$ cat src/design/btsm_sp_ram.sv
// ----------------------------------------------------------------------------
// btsm_sp_ram
// single-port synchronous ram, registered read
// ----------------------------------------------------------------------------
module btsm_sp_ram #(
  parameter int DEPTH = 256,
  parameter int DW    = 8
) (
  input  logic                     clk,
  input  logic [$clog2(DEPTH)-1:0] addr,
  input  logic                     we,
  input  logic [DW-1:0]            wdata,
  output logic [DW-1:0]            rdata
);

  logic [DW-1:0] mem [DEPTH];

  always_ff @(posedge clk) begin
    if (we) begin
      mem[addr] <= wdata;
    end
    rdata <= mem[addr];
  end

endmodule

$ cat config.mk
export PLATFORM = sky130hd
export DESIGN_NAME = btsm_sp_ram
export DESIGN_NICKNAME = d
export VERILOG_FILES = /design/src/design/btsm_sp_ram.sv
export SDC_FILE = /design/constraint.sdc
export NUM_CORES = 2
export LEC_CHECK = 0
export BUFFER_PORTS_ARGS = -buffer_cell sky130_fd_sc_hd__buf_4
export CAP_MARGIN = 20
export CORE_MARGIN = 1.5
export CORE_UTILIZATION = 63
export DETAILED_ROUTE_END_ITERATION = 12
export MAX_ROUTING_LAYER = met4
export PLACE_DENSITY = 0.79
export SLEW_MARGIN = 40
export SYNTH_ARGS = -nofsm -noshare
export SYNTH_HDL_FRONTEND = slang
export SYNTH_SLANG_ARGS = --single-unit
$ cat constraint.sdc
create_clock -name clk -period 3.4 [get_ports clk]
set_input_delay 0.17 -clock clk [delete_from_list [all_inputs] [get_ports clk]]
set_output_delay 0.17 -clock clk [all_outputs]
set_load 0.005 [all_outputs]
==> results.sh <==
export IMPL_outcome="finished, final reports clean"
export IMPL_slew_violations=0
export IMPL_crit_arrival_ps=3410
export IMPL_layout_common_cells="2,048 x edfxtp_1, 512 x mux4_2, 351 x buf_4"
export IMPL_regArea_sq_um=61700
export IMPL_syn_avg_cell_area_sq_um=22.1
export IMPL_ys_warn_count=0
export IMPL_core_area_sq_um=124000
export IMPL_dieArea_sq_um=127000
export IMPL_max_slew_margin_pct=40.6
export IMPL_wl_mm=192
export IMPL_drc_errors=0
export IMPL_hpwl_mm=111
export IMPL_start_util_pct=63.5
export IMPL_clock_path_buffers=3
export IMPL_worstRegToRegCells=6
export IMPL_p_total_mw=51.1
export IMPL_grt_pass1_vias=40700
export IMPL_fin_tns_setup_ps=0
export IMPL_drive_above_1_share_pct=29.7
export IMPL_vdd_drop_max_uv=589
export IMPL_vias=39800
export IMPL_hold_violations=0
export IMPL_final_common_cell="edfxtp_1"
export IMPL_numPortBuffers=25
export IMPL_worstMarginPinSlew_ps=888
export IMPL_grt_antenna_before_repair=1
export IMPL_post_cts_buffers=0
export IMPL_skew_ps=41.3
export IMPL_nets=3939
export IMPL_grt_busiest_layer="met2"
export IMPL_maxCapViolations=0
export IMPL_post_route_period_util_pct=80.5
export IMPL_whs_ps=15.3
export IMPL_drt_iter0_drc=6198
export IMPL_multi_input_area_sq_um=15800
export IMPL_p_leak_nw=27.9
export IMPL_holdBufCountCts=8
export IMPL_clock_latency_ps=840
export IMPL_place_congestion=0.863
export IMPL_globalRouteMet2Util_pct=49.6
export IMPL_io_pin_count=26
export IMPL_first_pass_iters=5
export IMPL_syn_inst=3547
export IMPL_rows=129
export IMPL_grt_use_met3_pct=7.11
export IMPL_finalSetupViolations=0
export IMPL_syn2layout_area_growth_pct=13.7
export IMPL_grt_pass1_wl_mm=279
export IMPL_die_h_um=356
export IMPL_worstHoldPathCells=1
export IMPL_worstPathMaxFanout=1
export IMPL_power_density_nw_per_um2=573
export IMPL_mappedNetlistNets=3565
export IMPL_ctsResizeCount=0
export IMPL_finalCriticalPeriod_ps=2740
export IMPL_synth_distinct_cells=22
export IMPL_globalRouteOverflowTotal=0
export IMPL_criticalPathCategory="register to register"
export IMPL_grt_max_degree=133
export IMPL_synth_ff_latch_count=2056
export IMPL_hp_class="input pin to register"
export IMPL_die_w_um=356
export IMPL_antenna_left=0
export IMPL_cts_sinks=2056
export IMPL_root_buffer="clkbuf_16"
export IMPL_rsz0062_at_grt="no"
export IMPL_cts_tree="done"
export IMPL_fill_cells=6739
export IMPL_max_freq_mhz=365
export IMPL_yosysSeqAreaShare_pct=78.6
export IMPL_clkSlewWorstSetupHoldPaths_ps=60
export IMPL_routed_via_density=6.98
export IMPL_startpoint_type="register"
export IMPL_cp_data_required_time_ps=4070
export IMPL_h_tree_depth=4
export IMPL_use_met1_pct=42.7
export IMPL_wl_per_cell_um=33.7
export IMPL_synth_area_sq_um=78500
export IMPL_cts_made_buffers=192
export IMPL_grt_usage_pct=32.0
export IMPL_cp_end_kind="register"
[cell families (layout without fill, tap and decap cells)]
| family | after synthesis | in the layout | share of synthesized area [%] |
|---|---|---|---|
| mux | 512 | 512 | 14.7 |
| compound gates | 416 | 416 | 3.62 |
| buf+inv | 233 | 755 | 1.40 |
| simple gates | 330 | 330 | 1.73 |
| other cells | 0 | 1 | 0 |
| flops | 2056 | 2056 | 78.6 |
[area by class of cell]
type	count	share of cell area [%]
Timing Repair Buffer	412	4.16
Tap cell	1637	2.29
Multi-Input combinational cell	1258	17.7
Antenna cell	1	0.00280
Clock buffer	239	5.67
Clock inverter	103	1.07
Sequential cell	2056	69.1
Inverter	1	0.00420
[cells in the mapped netlist (all sizes together)]
library cell,number,share of area (%)
nand3,13,0.083
a22oi,256,2.4
inv,1,0.0048
nand2b,6,0.048
o41ai,32,0.36
mux4,512,15
or3,1,0.0080
nor2,232,1.1
nor3,30,0.19
edfxtp,2048,78
and2,3,0.024
dfxtp,8,0.20
or2,2,0.016
a21oi,128,0.82
nand4,8,0.064
clkbuf,145,0.69
buf,87,0.70
nor2b,7,0.056
nand2,28,0.13
[final timing paths]
path | slack, ps | end | startpoint
min | 20 | mem[79][7] | wdata[7]
max reg2reg | 660 | rdata[6] | mem[79][6]
min reg2reg | 940 | rdata[3] | mem[19][3]
max | 660 | rdata[6] | mem[79][6]
[per-layer routing]
| layer | share of wire [%] | up-vias |
|---|---|---|
| met5 | 0 | - |
| met4 | 3.6 | 0 |
| met3 | 12 | 429 |
| met2 | 50 | 2902 |
| met1 | 35 | 20700 |
| li1 | - | 15800 |
[power breakdown]
group / switching (mW) / internal (mW) / total [mW]
registers: 0.0393 / 27.9 / 28.0
logic: 1.52 / 0.891 / 2.41
clock network: 9.25 / 11.5 / 20.7
total: 10.8 / 40.3 / 51.1
[critical path, stage by stage (launching register included)]
cell and delay [ps]:
edfxtp_1 370, mux4_2 510, a22oi_1 340, a21oi_1 220, o41ai_1 760, buf_4 260, nand4_1 110
[registers in the layout, summed over array words and instances, names as in the netlist]
name / count
mem: 2048
rdata: 8
[stage by stage]
| step | util (%) | setup WS [ps] | std cells | cell area (sq um) |
|---|---|---|---|---|
| floorplan | - | 1010 | 3547 | 78500 |
| global placement | 67.2 | 261 | 5355 | 83100 |
| detailed placement | 67.2 | 155 | 5356 | 83100 |
| CTS | 72.2 | 735 | 5706 | 89200 |
| global route | 72.2 | 615 | 5706 | 89300 |
| finish | 72.2 | 664 | 5707 | 89300 |
Note: power is estimated with default switching activity, not from simulation.
